--- src/rtl/scn_pkg.sv ---
`timescale 1ns / 1ps

package scn_pkg;

  localparam int NUM_SLOTS  = 64;
  localparam int SLOT_W     = 6;
  localparam int WANT_DEPTH = 8;
  localparam int WIDX_W     = 3;
  localparam int WCNT_W     = 4;
  localparam int AGE_W      = 5;
  localparam int MSG_DEPTH  = 10;
  localparam int MIDX_W     = 4;
  localparam int CNT_W      = 7;

  localparam logic [AGE_W-1:0] AGE_MAX = 5'd31;
  localparam logic [7:0] NO_CLAIM = 8'hFF;
  localparam logic [3:0] TIMEOUT_RST = 4'd10;

  localparam logic [2:0] ACT_CLAIM = 3'd0;
  localparam logic [2:0] ACT_HB    = 3'd1;
  localparam logic [2:0] ACT_REJ   = 3'd2;
  localparam logic [2:0] ACT_TICK  = 3'd3;
  localparam logic [2:0] ACT_START = 3'd4;

  localparam logic [1:0] KIND_CLAIM = 2'd0;
  localparam logic [1:0] KIND_HB    = 2'd1;
  localparam logic [1:0] KIND_REJ   = 2'd2;

  localparam logic REG_MY_ID   = 1'b0;
  localparam logic REG_TIMEOUT = 1'b1;

  typedef struct packed {
    logic [1:0] kind;
    logic [6:0] slot;
    logic [7:0] addr;
  } msg_t;

endpackage

--- src/rtl/scn_age_ram.sv ---
`timescale 1ns / 1ps

module scn_age_ram (
  input  logic                         clk_i,
  input  logic                         we_i,
  input  logic [scn_pkg::SLOT_W-1:0]   waddr_i,
  input  logic [scn_pkg::AGE_W-1:0]    wdata_i,
  input  logic [scn_pkg::SLOT_W-1:0]   raddr_i,
  output logic [scn_pkg::AGE_W-1:0]    rdata_o
);

  logic [scn_pkg::AGE_W-1:0] mem [scn_pkg::NUM_SLOTS];

  always_ff @(posedge clk_i) begin
    if (we_i) begin
      mem[waddr_i] <= wdata_i;
    end
    rdata_o <= mem[raddr_i];
  end

endmodule

--- src/rtl/slot_claim_negotiator.sv ---
`timescale 1ns / 1ps
// channel | direction | handshake            | payload
// in      | input     | in_valid_i/in_stall_o | action, sender_id, slot, addressee
// out     | output    | out_valid_o/out_stall_i | send_*, own_slot, slot0_owner, ...
// cfg     | input     | cfg_we_i              | cfg_idx_i, cfg_data_i
// Tick: an age walk over all slots through the age RAM (one read and one write
// port), then a heartbeat per wanted entry, then, with one entry left, a backward vacancy scan.
// Start and emptied wanted list: a forward vacancy scan.
// Every message ends at the output, one result per cycle while out_stall_i is low.
// Reset clears the valid bits at once; no clearing pass. in_stall_o is high
// from accept until the last result transfers.

module slot_claim_negotiator (
  input  logic       clk_i,
  input  logic       rst_ni,
  input  logic       cfg_we_i,
  input  logic       cfg_idx_i,
  input  logic [7:0] cfg_data_i,
  input  logic       in_valid_i,
  output logic       in_stall_o,
  input  logic [2:0] action_i,
  input  logic [7:0] sender_id_i,
  input  logic [5:0] slot_i,
  input  logic [7:0] addressee_i,
  output logic       out_valid_o,
  input  logic       out_stall_i,
  output logic       send_valid_o,
  output logic [1:0] send_kind_o,
  output logic [6:0] send_slot_o,
  output logic [7:0] send_addressee_o,
  output logic [5:0] own_slot_o,
  output logic [7:0] slot0_owner_o,
  output logic       status_valid_o,
  output logic       last_o
);

  typedef enum logic [9:0] {
    S_IDLE     = 10'b0000000001,
    S_EXEC     = 10'b0000000010,
    S_TBL_RD   = 10'b0000000100,
    S_TBL_WR   = 10'b0000001000,
    S_WANT_HB  = 10'b0000010000,
    S_VAC_BACK = 10'b0000100000,
    S_VAC_FWD  = 10'b0001000000,
    S_REM      = 10'b0010000000,
    S_REJ_SCAN = 10'b0100000000,
    S_EMIT     = 10'b1000000000
  } state_e;

  state_e state_q, state_d;
  logic [7:0] my_id_q;
  logic [3:0] limit_q;
  logic [2:0] act_q, act_d;
  logic [7:0] sender_q, sender_d;
  logic [5:0] slot_q, slot_d;
  logic [7:0] addr_q, addr_d;
  logic [scn_pkg::NUM_SLOTS-1:0] valid_q, valid_d;
  logic [7:0] node0_q, node0_d;
  logic [5:0] want_slot_q [scn_pkg::WANT_DEPTH];
  logic [5:0] want_slot_d [scn_pkg::WANT_DEPTH];
  logic [scn_pkg::AGE_W-1:0] want_age_q [scn_pkg::WANT_DEPTH];
  logic [scn_pkg::AGE_W-1:0] want_age_d [scn_pkg::WANT_DEPTH];
  logic [scn_pkg::WCNT_W-1:0] count_q, count_d;
  logic [7:0] claim_q, claim_d;
  logic heard_q, heard_d;
  scn_pkg::msg_t msg_q [scn_pkg::MSG_DEPTH];
  scn_pkg::msg_t msg_d [scn_pkg::MSG_DEPTH];
  logic [scn_pkg::MIDX_W-1:0] msg_n_q, msg_n_d;
  logic [scn_pkg::CNT_W-1:0] cnt_q, cnt_d;
  logic first_q, first_d;

  logic ram_we;
  logic [5:0] ram_waddr, ram_raddr;
  logic [scn_pkg::AGE_W-1:0] ram_wdata, ram_rdata;

  logic push_en;
  scn_pkg::msg_t push_msg;
  logic [scn_pkg::AGE_W-1:0] nage;
  logic [scn_pkg::WIDX_W-1:0] widx;
  logic [scn_pkg::MIDX_W-1:0] last_idx;
  logic rm_en;
  logic [scn_pkg::WIDX_W-1:0] rm_idx;

  scn_age_ram u_age_ram (
    .clk_i   (clk_i),
    .we_i    (ram_we),
    .waddr_i (ram_waddr),
    .wdata_i (ram_wdata),
    .raddr_i (ram_raddr),
    .rdata_o (ram_rdata)
  );

  assign widx = cnt_q[scn_pkg::WIDX_W-1:0];
  assign last_idx = (msg_n_q == '0) ? '0 : msg_n_q - 1'b1;

  always_comb begin
    state_d   = state_q;
    act_d     = act_q;
    sender_d  = sender_q;
    slot_d    = slot_q;
    addr_d    = addr_q;
    valid_d   = valid_q;
    node0_d   = node0_q;
    want_slot_d = want_slot_q;
    want_age_d  = want_age_q;
    count_d   = count_q;
    claim_d   = claim_q;
    heard_d   = heard_q;
    msg_d     = msg_q;
    msg_n_d   = msg_n_q;
    cnt_d     = cnt_q;
    first_d   = first_q;
    ram_we    = 1'b0;
    ram_waddr = slot_q;
    ram_wdata = '0;
    ram_raddr = cnt_q[5:0];
    push_en   = 1'b0;
    push_msg  = '0;
    nage      = '0;
    rm_en     = 1'b0;
    rm_idx    = '0;

    case (state_q)
      S_IDLE: begin
        if (in_valid_i) begin
          act_d    = action_i;
          sender_d = sender_id_i;
          slot_d   = slot_i;
          addr_d   = addressee_i;
          msg_n_d  = '0;
          state_d  = S_EXEC;
        end
      end
      S_EXEC: begin
        case (act_q)
          scn_pkg::ACT_CLAIM: begin
            if (sender_q == my_id_q && !heard_q && claim_q == {2'b00, slot_q}) begin
              for (int j = 1; j < scn_pkg::WANT_DEPTH; j++) begin
                want_slot_d[j] = want_slot_q[j-1];
                want_age_d[j]  = want_age_q[j-1];
              end
              want_slot_d[0] = slot_q;
              want_age_d[0]  = '0;
              count_d = (count_q < scn_pkg::WCNT_W'(scn_pkg::WANT_DEPTH)) ?
                        count_q + 1'b1 : scn_pkg::WCNT_W'(scn_pkg::WANT_DEPTH);
              valid_d[slot_q] = 1'b1;
              if (slot_q == '0) node0_d = sender_q;
              ram_we = 1'b1;
            end
            heard_d = 1'b1;
            cnt_d   = '0;
            state_d = S_REJ_SCAN;
          end
          scn_pkg::ACT_HB: begin
            valid_d[slot_q] = 1'b1;
            if (slot_q == '0) node0_d = sender_q;
            ram_we  = 1'b1;
            state_d = S_EMIT;
          end
          scn_pkg::ACT_REJ: begin
            valid_d[slot_q] = 1'b1;
            if (slot_q == '0) node0_d = sender_q;
            ram_we = 1'b1;
            cnt_d  = '0;
            state_d = (sender_q != my_id_q && addr_q == my_id_q) ? S_REM : S_EMIT;
          end
          scn_pkg::ACT_TICK: begin
            cnt_d   = '0;
            state_d = S_TBL_RD;
          end
          scn_pkg::ACT_START: begin
            cnt_d   = '0;
            state_d = S_VAC_FWD;
          end
          default: state_d = S_EMIT;
        endcase
      end
      S_TBL_RD: begin
        state_d = S_TBL_WR;
      end
      S_TBL_WR: begin
        ram_raddr = cnt_q[5:0] + 6'd1;
        nage = (ram_rdata == scn_pkg::AGE_MAX) ? ram_rdata : ram_rdata + 1'b1;
        if (valid_q[cnt_q[5:0]]) begin
          ram_we    = 1'b1;
          ram_waddr = cnt_q[5:0];
          ram_wdata = nage;
          if (nage > {1'b0, limit_q}) valid_d[cnt_q[5:0]] = 1'b0;
        end
        if (cnt_q[5:0] == 6'd63) begin
          if (count_q != '0) begin
            cnt_d   = scn_pkg::CNT_W'(count_q - 1'b1);
            state_d = S_WANT_HB;
          end else begin
            state_d = S_EMIT;
          end
        end else begin
          cnt_d = cnt_q + 1'b1;
        end
      end
      S_WANT_HB: begin
        push_en  = 1'b1;
        push_msg = '{kind: scn_pkg::KIND_HB, slot: {1'b0, want_slot_q[widx]}, addr: 8'd0};
        if (widx != '0) begin
          nage = (want_age_q[widx] == scn_pkg::AGE_MAX) ? want_age_q[widx] :
                 want_age_q[widx] + 1'b1;
          want_age_d[widx] = nage;
          if (nage > {1'b0, limit_q}) begin
            rm_en  = 1'b1;
            rm_idx = widx;
          end
          cnt_d = cnt_q - 1'b1;
        end else if (count_q == scn_pkg::WCNT_W'(1)) begin
          if (want_slot_q[0] == '0) begin
            claim_d = scn_pkg::NO_CLAIM;
            state_d = S_EMIT;
          end else begin
            cnt_d   = {1'b0, want_slot_q[0] - 6'd1};
            first_d = 1'b1;
            state_d = S_VAC_BACK;
          end
        end else begin
          state_d = S_EMIT;
        end
      end
      S_VAC_BACK: begin
        first_d = 1'b0;
        if (valid_q[cnt_q[5:0]]) begin
          state_d = S_EMIT;
          if (first_q || claim_q == {2'b00, cnt_q[5:0]}) begin
            claim_d = scn_pkg::NO_CLAIM;
          end else begin
            claim_d  = {2'b00, cnt_q[5:0]} + 8'd1;
            push_en  = 1'b1;
            push_msg = '{kind: scn_pkg::KIND_CLAIM, slot: {1'b0, cnt_q[5:0]} + 7'd1,
                         addr: 8'd0};
            heard_d  = 1'b0;
          end
        end else if (cnt_q[5:0] == '0) begin
          claim_d  = 8'd0;
          push_en  = 1'b1;
          push_msg = '{kind: scn_pkg::KIND_CLAIM, slot: 7'd0, addr: 8'd0};
          heard_d  = 1'b0;
          state_d  = S_EMIT;
        end else begin
          cnt_d = cnt_q - 1'b1;
        end
      end
      S_VAC_FWD: begin
        if (cnt_q == scn_pkg::CNT_W'(scn_pkg::NUM_SLOTS) || !valid_q[cnt_q[5:0]]) begin
          claim_d  = {1'b0, cnt_q};
          push_en  = 1'b1;
          push_msg = '{kind: scn_pkg::KIND_CLAIM, slot: cnt_q, addr: 8'd0};
          heard_d  = 1'b0;
          state_d  = S_EMIT;
        end else begin
          cnt_d = cnt_q + 1'b1;
        end
      end
      S_REM: begin
        if (cnt_q[scn_pkg::WCNT_W-1:0] < count_q) begin
          if (want_slot_q[widx] == slot_q) begin
            rm_en  = 1'b1;
            rm_idx = widx;
          end else begin
            cnt_d = cnt_q + 1'b1;
          end
        end else if (count_q == '0) begin
          cnt_d   = '0;
          state_d = S_VAC_FWD;
        end else begin
          if (count_q == scn_pkg::WCNT_W'(1)) begin
            ram_we    = 1'b1;
            ram_waddr = want_slot_q[0];
          end
          if (want_age_q[0] != scn_pkg::AGE_MAX) want_age_d[0] = want_age_q[0] + 1'b1;
          state_d = S_EMIT;
        end
      end
      S_REJ_SCAN: begin
        if (cnt_q[scn_pkg::WCNT_W-1:0] < count_q) begin
          if (want_slot_q[widx] == slot_q && sender_q != my_id_q) begin
            push_en  = 1'b1;
            push_msg = '{kind: scn_pkg::KIND_REJ, slot: {1'b0, slot_q}, addr: sender_q};
          end
          cnt_d = cnt_q + 1'b1;
        end else begin
          state_d = S_EMIT;
        end
      end
      S_EMIT: begin
        if (!out_stall_i) begin
          if (cnt_q[scn_pkg::MIDX_W-1:0] == last_idx) begin
            msg_n_d = '0;
            state_d = S_IDLE;
          end else begin
            cnt_d = cnt_q + 1'b1;
          end
        end
      end
      default: state_d = S_IDLE;
    endcase

    if (rm_en) begin
      for (int j = 0; j < scn_pkg::WANT_DEPTH - 1; j++) begin
        if (j >= int'(rm_idx)) begin
          want_slot_d[j] = want_slot_q[j+1];
          want_age_d[j]  = want_age_q[j+1];
        end
      end
      count_d = count_q - 1'b1;
    end

    if (push_en && msg_n_q < scn_pkg::MIDX_W'(scn_pkg::MSG_DEPTH)) begin
      msg_d[msg_n_q] = push_msg;
      msg_n_d = msg_n_q + 1'b1;
    end

    if (state_d == S_EMIT && state_q != S_EMIT) cnt_d = '0;
  end

  always_ff @(posedge clk_i or negedge rst_ni) begin
    if (!rst_ni) begin
      state_q <= S_IDLE;
      my_id_q <= '0;
      limit_q <= scn_pkg::TIMEOUT_RST;
      valid_q <= '0;
      node0_q <= '0;
      count_q <= '0;
      claim_q <= scn_pkg::NO_CLAIM;
      heard_q <= 1'b0;
      msg_n_q <= '0;
      cnt_q   <= '0;
      first_q <= 1'b0;
    end else begin
      state_q <= state_d;
      valid_q <= valid_d;
      node0_q <= node0_d;
      count_q <= count_d;
      claim_q <= claim_d;
      heard_q <= heard_d;
      msg_n_q <= msg_n_d;
      cnt_q   <= cnt_d;
      first_q <= first_d;
      if (cfg_we_i) begin
        case (cfg_idx_i)
          scn_pkg::REG_MY_ID:   my_id_q <= cfg_data_i;
          scn_pkg::REG_TIMEOUT: limit_q <= cfg_data_i[3:0];
          default: ;
        endcase
      end
    end
  end

  always_ff @(posedge clk_i) begin
    act_q       <= act_d;
    sender_q    <= sender_d;
    slot_q      <= slot_d;
    addr_q      <= addr_d;
    want_slot_q <= want_slot_d;
    want_age_q  <= want_age_d;
    msg_q       <= msg_d;
  end

  assign in_stall_o       = (state_q != S_IDLE);
  assign out_valid_o      = (state_q == S_EMIT);
  assign send_valid_o     = (msg_n_q != '0);
  assign send_kind_o      = send_valid_o ? msg_q[cnt_q[scn_pkg::MIDX_W-1:0]].kind : 2'd0;
  assign send_slot_o      = send_valid_o ? msg_q[cnt_q[scn_pkg::MIDX_W-1:0]].slot : 7'd0;
  assign send_addressee_o = send_valid_o ? msg_q[cnt_q[scn_pkg::MIDX_W-1:0]].addr : 8'd0;
  assign own_slot_o       = (count_q != '0) ? want_slot_q[0] : 6'd0;
  assign slot0_owner_o    = valid_q[0] ? node0_q : 8'd0;
  assign status_valid_o   = (count_q != '0) && valid_q[0];
  assign last_o           = (cnt_q[scn_pkg::MIDX_W-1:0] == last_idx);

endmodule

--- config.mk ---
export PLATFORM = sky130hd
export DESIGN_NAME = slot_claim_negotiator
export DESIGN_NICKNAME = d
export VERILOG_FILES = /design/src/rtl/scn_pkg.sv /design/src/rtl/scn_age_ram.sv /design/src/rtl/slot_claim_negotiator.sv
export SDC_FILE = /design/constraint.sdc
export NUM_CORES = 1
export LEC_CHECK = 0
export BUFFER_PORTS_ARGS = -buffer_cell sky130_fd_sc_hd__buf_2
export CAP_MARGIN = 20
export CORE_ASPECT_RATIO = 0.6
export CORE_MARGIN = 1
export CORE_UTILIZATION = 54
export CTS_BUF_LIST = sky130_fd_sc_hd__clkbuf_4 sky130_fd_sc_hd__clkbuf_8
export DETAILED_ROUTE_END_ITERATION = 7
export HOLD_SLACK_MARGIN = 0.12
export PLACE_DENSITY = 0.7
export SETUP_SLACK_MARGIN = 0.02
export SLEW_MARGIN = 20
export SYNTH_ARGS = -nofsm -noshare
export SYNTH_HDL_FRONTEND = slang
export SYNTH_HIERARCHICAL = 1
export SYNTH_SLANG_ARGS = --single-unit
--- constraint.sdc ---
create_clock -name clk_i -period 5.5 [get_ports clk_i]
set_input_delay 1.1 -clock clk_i [delete_from_list [all_inputs] [get_ports clk_i]]
set_output_delay 1.1 -clock clk_i [all_outputs]
set_load 0.05 [all_outputs]
=== Yosys cells after proc, flatten, opt, wreduce, memory -nomap -nowiden ===
Memories as Yosys holds them, arrays and structs flattened. A register that Yosys moved wholly into a read port is not among the register bits.
Cells that the tools add are included.

* Bitwise gates (word level): 7
* Add/sub/neg operators: 14
* Mux-type cells: 166
* Magnitude comparators: 21
* Reductions and logical operators: 50
* Equal/unequal tests: 60

{| class="wikitable"
|+ Operators with widths
! kind !! count
|-
| $pmux W64 S2 || 2
|-
| $mux W64 || 3
|-
| $bwmux W170 || 1
|-
| $mux W10 || 15
|-
| $mux W48 || 3
|-
| $mux W40 || 3
|-
| $mux W7 || 17
|-
| $mux W17 || 6
|-
| $pmux W10 S10 || 1
|-
| $mux W6 || 15
|-
| $mux W8 || 11
|-
| $mux W5 || 17
|-
| $pmux W35 S2 || 1
|-
| $bmux W17 S4 || 1
|-
| $demux W17 S4 || 1
|-
| $pmux W17 S4 || 1
|-
| $and A64 B64 Y64 || 1
|-
| $not A64 Y64 || 1
|-
| $or A64 B64 Y64 || 1
|-
| $pmux W7 S8 || 1
|-
| $mux W42 || 1
|-
| $bwmux W40 || 1
|-
| $mux W4 || 10
|-
| $pmux W10 S4 || 1
|-
| 92 further kinds || 203
|}

* Input bits: 39
* Output and inout bits: 36
* Memories kept: 1
* Memory bits (writable): 320
* Bits in registers: 402

{| class="wikitable"
|+ Memories
! memory !! words !! width !! rd ports !! clocked after Yosys merged registers in !! write ports !! line !! RTL
|-
| u_age_ram.mem || 64 || 5 || 1 || 1 || 1 || scn_age_ram.sv:12 || <nowiki>logic [scn_pkg::AGE_W-1:0] mem [scn_pkg::NUM_SLOTS];</nowiki>
|}

=== Depth between registers and ports, before layout ===
* Depth in word-level cells: 13
* Mapped depth: 21

=== By module ===
Netlist, hierarchy kept.

{| class="wikitable"
|+ By module, submodules not included
! module !! cells an instance !! area each (µm²) !! instances !! sequential area each (µm²)
|-
| slot_claim_negotiator || 1802 || 20803.7 || 1 || 10719.0
|-
| scn_age_ram || 642 || 12886.1 || 1 || 9709.3
|}

=== Worst setup path before layout ===
Ideal clock, no wire load.

* Path kind: flip-flop to flip-flop
* From: register cnt_q[2] (netlist name)
* To: register want_age_q[35] (netlist name)
* Cell stages (with the launch flop): 20
* Data arrival time: 4068 ps
* Period minus slack after synthesis: 4191 ps
* Path slack: 1309 ps
* Data required time: 5377 ps
* Setup time: 123 ps
* Cell sequence: dfrtp_1 buf_4 buf_2 mux2_2 a22oi_1 o221ai_1 ha_1 nand3_1 mux2_2 ha_1 nor2b_1 o21a_1 o21a_1 o21ai_0 a21oi_1 a21oi_2 buf_6 nor2_2 buf_4 mux2_1

{| class="wikitable"
|+ RTL lines
! element !! line !! RTL
|-
| start, declared || slot_claim_negotiator.sv:69 || <nowiki>logic [scn_pkg::CNT_W-1:0] cnt_q, cnt_d;</nowiki>
|-
| start signal, assigned || slot_claim_negotiator.sv:343 || <nowiki>cnt_q <= cnt_d;</nowiki>
|-
| end signal, assigned || slot_claim_negotiator.sv:361 || <nowiki>want_age_q <= want_age_d;</nowiki>
|-
| end, declared || slot_claim_negotiator.sv:61 || <nowiki>logic [scn_pkg::AGE_W-1:0] want_age_q [scn_pkg::WANT_DEPTH];</nowiki>
|}

==> impl_table.tex <==
\begin{tabular}{lr}
\hline
Metric & Value \\
\hline
\multicolumn{2}{l}{\textbf{Outcome}} \\
Outcome & completed \\
\multicolumn{2}{l}{\textbf{Synth}} \\
Post-Synthesis Mean Instance Area & 13.8 µm² \\
Sequential area share after synthesis & 60.6\% \\
Cell area after synthesis & between 0.03 and 0.04 mm² \\
Number of synthesized flops with an enable pin & 526 \\
Number of synthesized register bits & between 700 and 800 \\
Proportion of register bits with asynchronous set or reset after synthesis & between 15 and 20\% \\
Synth Warn \# & 6 \\
Most used DFF post-synth & sky130\_fd\_sc\_hd\_\_edfxtp\_1 \\
Number of standard cells after synthesis & 2444 \\
Net Count, Synth & 2511 \\
Unique masters post-synth & between 100 and 150 \\
\multicolumn{2}{l}{\textbf{Placement}} \\
Count of placed standard cells including taps & roughly 3.3k \\
Final RePlAce weighted congestion & 1.02 \\
Estimated wirelength of the detail-placed design & just over 70000 µm \\
IO Port Bufs & 74 \\
Area post-placement & approximately 0.035 mm² \\
\multicolumn{2}{l}{\textbf{Critical path}} \\
Critical Path Stages & 16 \\
Class of the most critical setup path & register to register \\
Data arrival time at the worst-slack endpoint & 5.75 ns \\
Cell type group with the largest total delay on the critical path & simple AND/OR/NAND/NOR gates \\
Required time at the endpoint of the critical path & 6.13 ns \\
Worst-path maximum fanout & between 40 and 50 \\
Crit path buffers/inverters & 1 \\
Endpoint of the worst register-to-register path & want\_age\_q[26] \\
CP max stage delay & 0.90 ns \\
Worst R2R Setup Slack & 0.37 ns \\
Startpoint kind of the worst setup timing path & register \\
Slowest stage cell, crit path & sky130\_fd\_sc\_hd\_\_dfrtp\_4 \\
Category of the worst setup path capture point & register \\
RR Startpoint & cnt\_q[0] \\
Worst R2R Path Depth & 16 \\
Cells along the critical path & and3b\_1, a22o\_1, a21o\_1, ha\_1, nand3\_1, mux2\_2, ha\_1, nor2b\_1, o21a\_1, o21a\_1, o21ai\_0, a21oi\_1, a21oi\_2, buf\_4, nor3\_2, mux2\_2 \\
Worst setup path startpoint & cnt\_q[0] \\
\multicolumn{2}{l}{\textbf{Detailed routing}} \\
DR iter-0 viols & 3677 \\
Antenna Violating Nets Remaining & 0 \\
Vias after detailed routing & 23.6k \\
Total Routed Length & about 100000 µm \\
Drt wl/cell & 29.3 µm \\
Ratio of routed vias to standard cells & 6.77 \\
Residual DRC & 0 \\
Drt first pass iters & 6 \\
\multicolumn{2}{l}{\textbf{STA}} \\
Max Clock Skew & 0.0350 ns \\
Time the worst path needs with I/O delays and setup & 5.13 ns \\
Worst hold slack across all endpoints & approximately 0.41 ns \\
Sum Neg Setup Slack & 0 ns \\
Number of pins with negative max-slew slack in the final report & 0 \\
Slew at the pin closest to its max-slew limit & around 1.1 ns \\
Max\_slew headroom & roughly a quarter \\
Period utilization & 93.2\% \\
Highest attainable clock frequency & roughly 200 MHz \\
Unrepaired setup endpoints after global routing & no \\
Number of failing hold endpoints at the final stage & 0 \\
Finish-stage setup viols & 0 \\
\multicolumn{2}{l}{\textbf{Cells and area}} \\
Cell area after layout & 0.0374 mm² \\
Share of the core filled with cells & 60.9\% \\
Layout Nets & 2632 \\
Fill cell count & 4759 \\
Growth of design area from synthesis to finish & 10.9\% \\
Diode insertion count for antenna repair & 0 \\
Fraction of final layout cells sized beyond drive strength 1 & about a quarter \\
Final standard cell count with taps included and fillers excluded & between 3k and 4k \\
\multicolumn{2}{l}{\textbf{CTS}} \\
\# resized after CTS & 0 \\
Setup bufs post-CTS & 0 \\
CTS max path bufs & 3 \\
CTS Root Buffer Type & sky130\_fd\_sc\_hd\_\_clkbuf\_8 \\
Reg clk slew, reported paths & 0.07 ns \\
\# clock sinks & 727 \\
TritonCTS clock tree & done \\
Insertion delay to the later sink of the worst-skew pair & 0.77 ns \\
Clock buffer count from CTS & $\sim$100 \\
Hold-fix buffers at CTS & 0 \\
H-tree level count & 3 \\
\multicolumn{2}{l}{\textbf{GRT}} \\
Global-route wire length before repair & 150000 µm \\
Met3 demand-to-capacity share in global routing & 14.6\% \\
Global-route met1 utilization & slightly above 50\% \\
Busiest layer in global routing & met1 \\
Grt total ovfl & 0 \\
Aggregate global-route resource usage & 32.0\% \\
Number of global-route vias before repair & 22.5k \\
Met2 usage in global routing & 38.9\% \\
Antenna violations before repair & 4 \\
Largest net degree at the start of global routing & 74 \\
\multicolumn{2}{l}{\textbf{Power}} \\
Cell Pwr Density & 376 mW/mm² \\
VDD IR max & 234 µV \\
Leak & 0.0135 µW \\
\multicolumn{2}{l}{\textbf{Floorplan}} \\
Number of rows created at floorplan & 70 \\
Floorplan core area & 0.0613 mm² \\
Area of the die & 0.0634 mm² \\
Die span in x & 324 µm \\
I/O pin total & 75 \\
Effective utilization at floorplan & between 50\% and 60\% \\
Die Y-Extent & 195 µm \\
\multicolumn{2}{l}{\textbf{Min path}} \\
Type of the tightest min-delay check & input port to async pin \\
\multicolumn{2}{l}{\textbf{Job}} \\
Number of maximum-capacitance constraint violations & 0 \\
\hline
\end{tabular}
[power by group]
part | total, µW | switching (µW) | internal [µW]
Sequential | 6410 | 287 | 6120
Combinational | 2990 | 1930 | 1060
Clock | 4630 | 2170 | 2450
Total | 14000 | 4400 | 9630
[area by class of cell]
class / count / area, µm² / area share (%)
multi-input combinational: 1518 / 12400 / 33.2
tap: 828 / 1040 / 2.77
clock buffer: 135 / 1690 / 4.52
clock inverter: 61 / 534 / 1.43
inverter: 46 / 173 / 0.462
timing repair buffer: 168 / 1100 / 2.95
sequential: 727 / 20400 / 54.7
[worst max path at each step]
stage	slack, ns	endpoint
finish	0.37	want_age_q[26]
global route	0.17	want_age_q[28]
CTS	0.37	want_age_q[31]
detailed placement	0.41	want_slot_q[26]
global placement	0.46	want_age_q[21]
floorplan	1.31	want_age_q[35]
[state kept, by name, indices dropped and copies added (netlist names), 5 cells and up]
register / cells
claim_q: 8
cnt_q: 7
node0_q: 8
sender_q: 8
state_q: 10
valid_q: 64
msg_q: 170
u_age_ram/mem: 320
u_age_ram/rdata_o: 5
addr_q: 8
my_id_q: 8
want_slot_q: 48
slot_q: 6
want_age_q: 40
[logic make-up (layout without fill, tap and decap cells)]
family	after synthesis	count (layout)	synth area share, %
adder cells (fa/ha/maj)	28	28	1.04
XOR/XNOR	54	54	1.40
buffers and inverters	199	410	2.94
multiplexers	311	311	13.5
AO/OA/AOI/OAI	548	548	11.5
flip-flops	727	727	60.6
AND/OR/NAND/NOR	577	577	8.97
[stage by stage]
step	setup slack, ns	power (µW)
3_5_place_dp	0.415	9400
4_1_cts	0.374	14000
6_report	0.373	14000
3_3_place_gp	0.458	9320
2_1_floorplan	1.31	8470
5_1_grt	0.168	14500
[cell usage after synthesis, drive strengths merged (10+ instances only)]
cell | instances | share of area (%)
and2 | 27 | 0.50
nand2 | 109 | 1.2
mux2i | 71 | 2.1
o22ai | 22 | 0.41
dfrtp | 108 | 8.0
o31ai | 65 | 1.4
nor2 | 191 | 2.2
dfstp | 11 | 0.86
clkbuf | 76 | 0.85
nor4 | 12 | 0.33
ha | 28 | 1.0
a22o | 19 | 0.49
a222oi | 19 | 0.56
a221oi | 22 | 0.57
a211oi | 14 | 0.39
nand2b | 10 | 0.19
edfxtp | 526 | 47
nor2b | 33 | 0.62
inv | 44 | 0.49
a221o | 17 | 0.51
mux4 | 95 | 6.5
and3 | 11 | 0.20
nand4 | 16 | 0.30
nor3 | 45 | 0.71
a21oi | 68 | 1.1
xnor2 | 35 | 0.91
xor2 | 19 | 0.49
o211ai | 11 | 0.25
o21a | 10 | 0.22
o221ai | 14 | 0.36
dfxtp | 82 | 4.9
mux2 | 145 | 4.9
a22oi | 59 | 1.3
nand3 | 46 | 0.74
a31oi | 20 | 0.37
o21ai | 133 | 2.1
nand3b | 14 | 0.31
buf | 77 | 1.6
[worst register-to-register path, stage by stage, from the launching register on]
cell and delay (ns):
sky130_fd_sc_hd__dfrtp_4 0.90, sky130_fd_sc_hd__and3b_1 0.30, sky130_fd_sc_hd__a22o_1 0.24, sky130_fd_sc_hd__a21o_1 0.19
sky130_fd_sc_hd__ha_1 0.24, sky130_fd_sc_hd__nand3_1 0.19, sky130_fd_sc_hd__mux2_2 0.45, sky130_fd_sc_hd__ha_1 0.32
sky130_fd_sc_hd__nor2b_1 0.14, sky130_fd_sc_hd__o21a_1 0.12, sky130_fd_sc_hd__o21a_1 0.10, sky130_fd_sc_hd__o21ai_0 0.07
sky130_fd_sc_hd__a21oi_1 0.17, sky130_fd_sc_hd__a21oi_2 0.06, sky130_fd_sc_hd__buf_4 0.21, sky130_fd_sc_hd__nor3_2 0.86
sky130_fd_sc_hd__mux2_2 0.42
[metal layers]
metal | routed length, µm | part of all wire, %
met3 | 17000 | 17
met1 | 44800 | 44
met4 | 1770 | 1.7
met2 | 38500 | 38
met5 | 36 | 0.035
[layout by cell type, fill, tap and decap left out, drive strengths merged, types with 71 or more instances in the layout]
| cell | count |
|---|---|
| edfxtp | 526 |
| nor2 | 191 |
| buf | 168 |
| mux2 | 145 |
| clkbuf | 135 |
| o21ai | 133 |
| nand2 | 109 |
| dfrtp | 108 |
| mux4 | 95 |
| dfxtp | 82 |
| mux2i | 71 |
(Power assumes the default switching activity.)
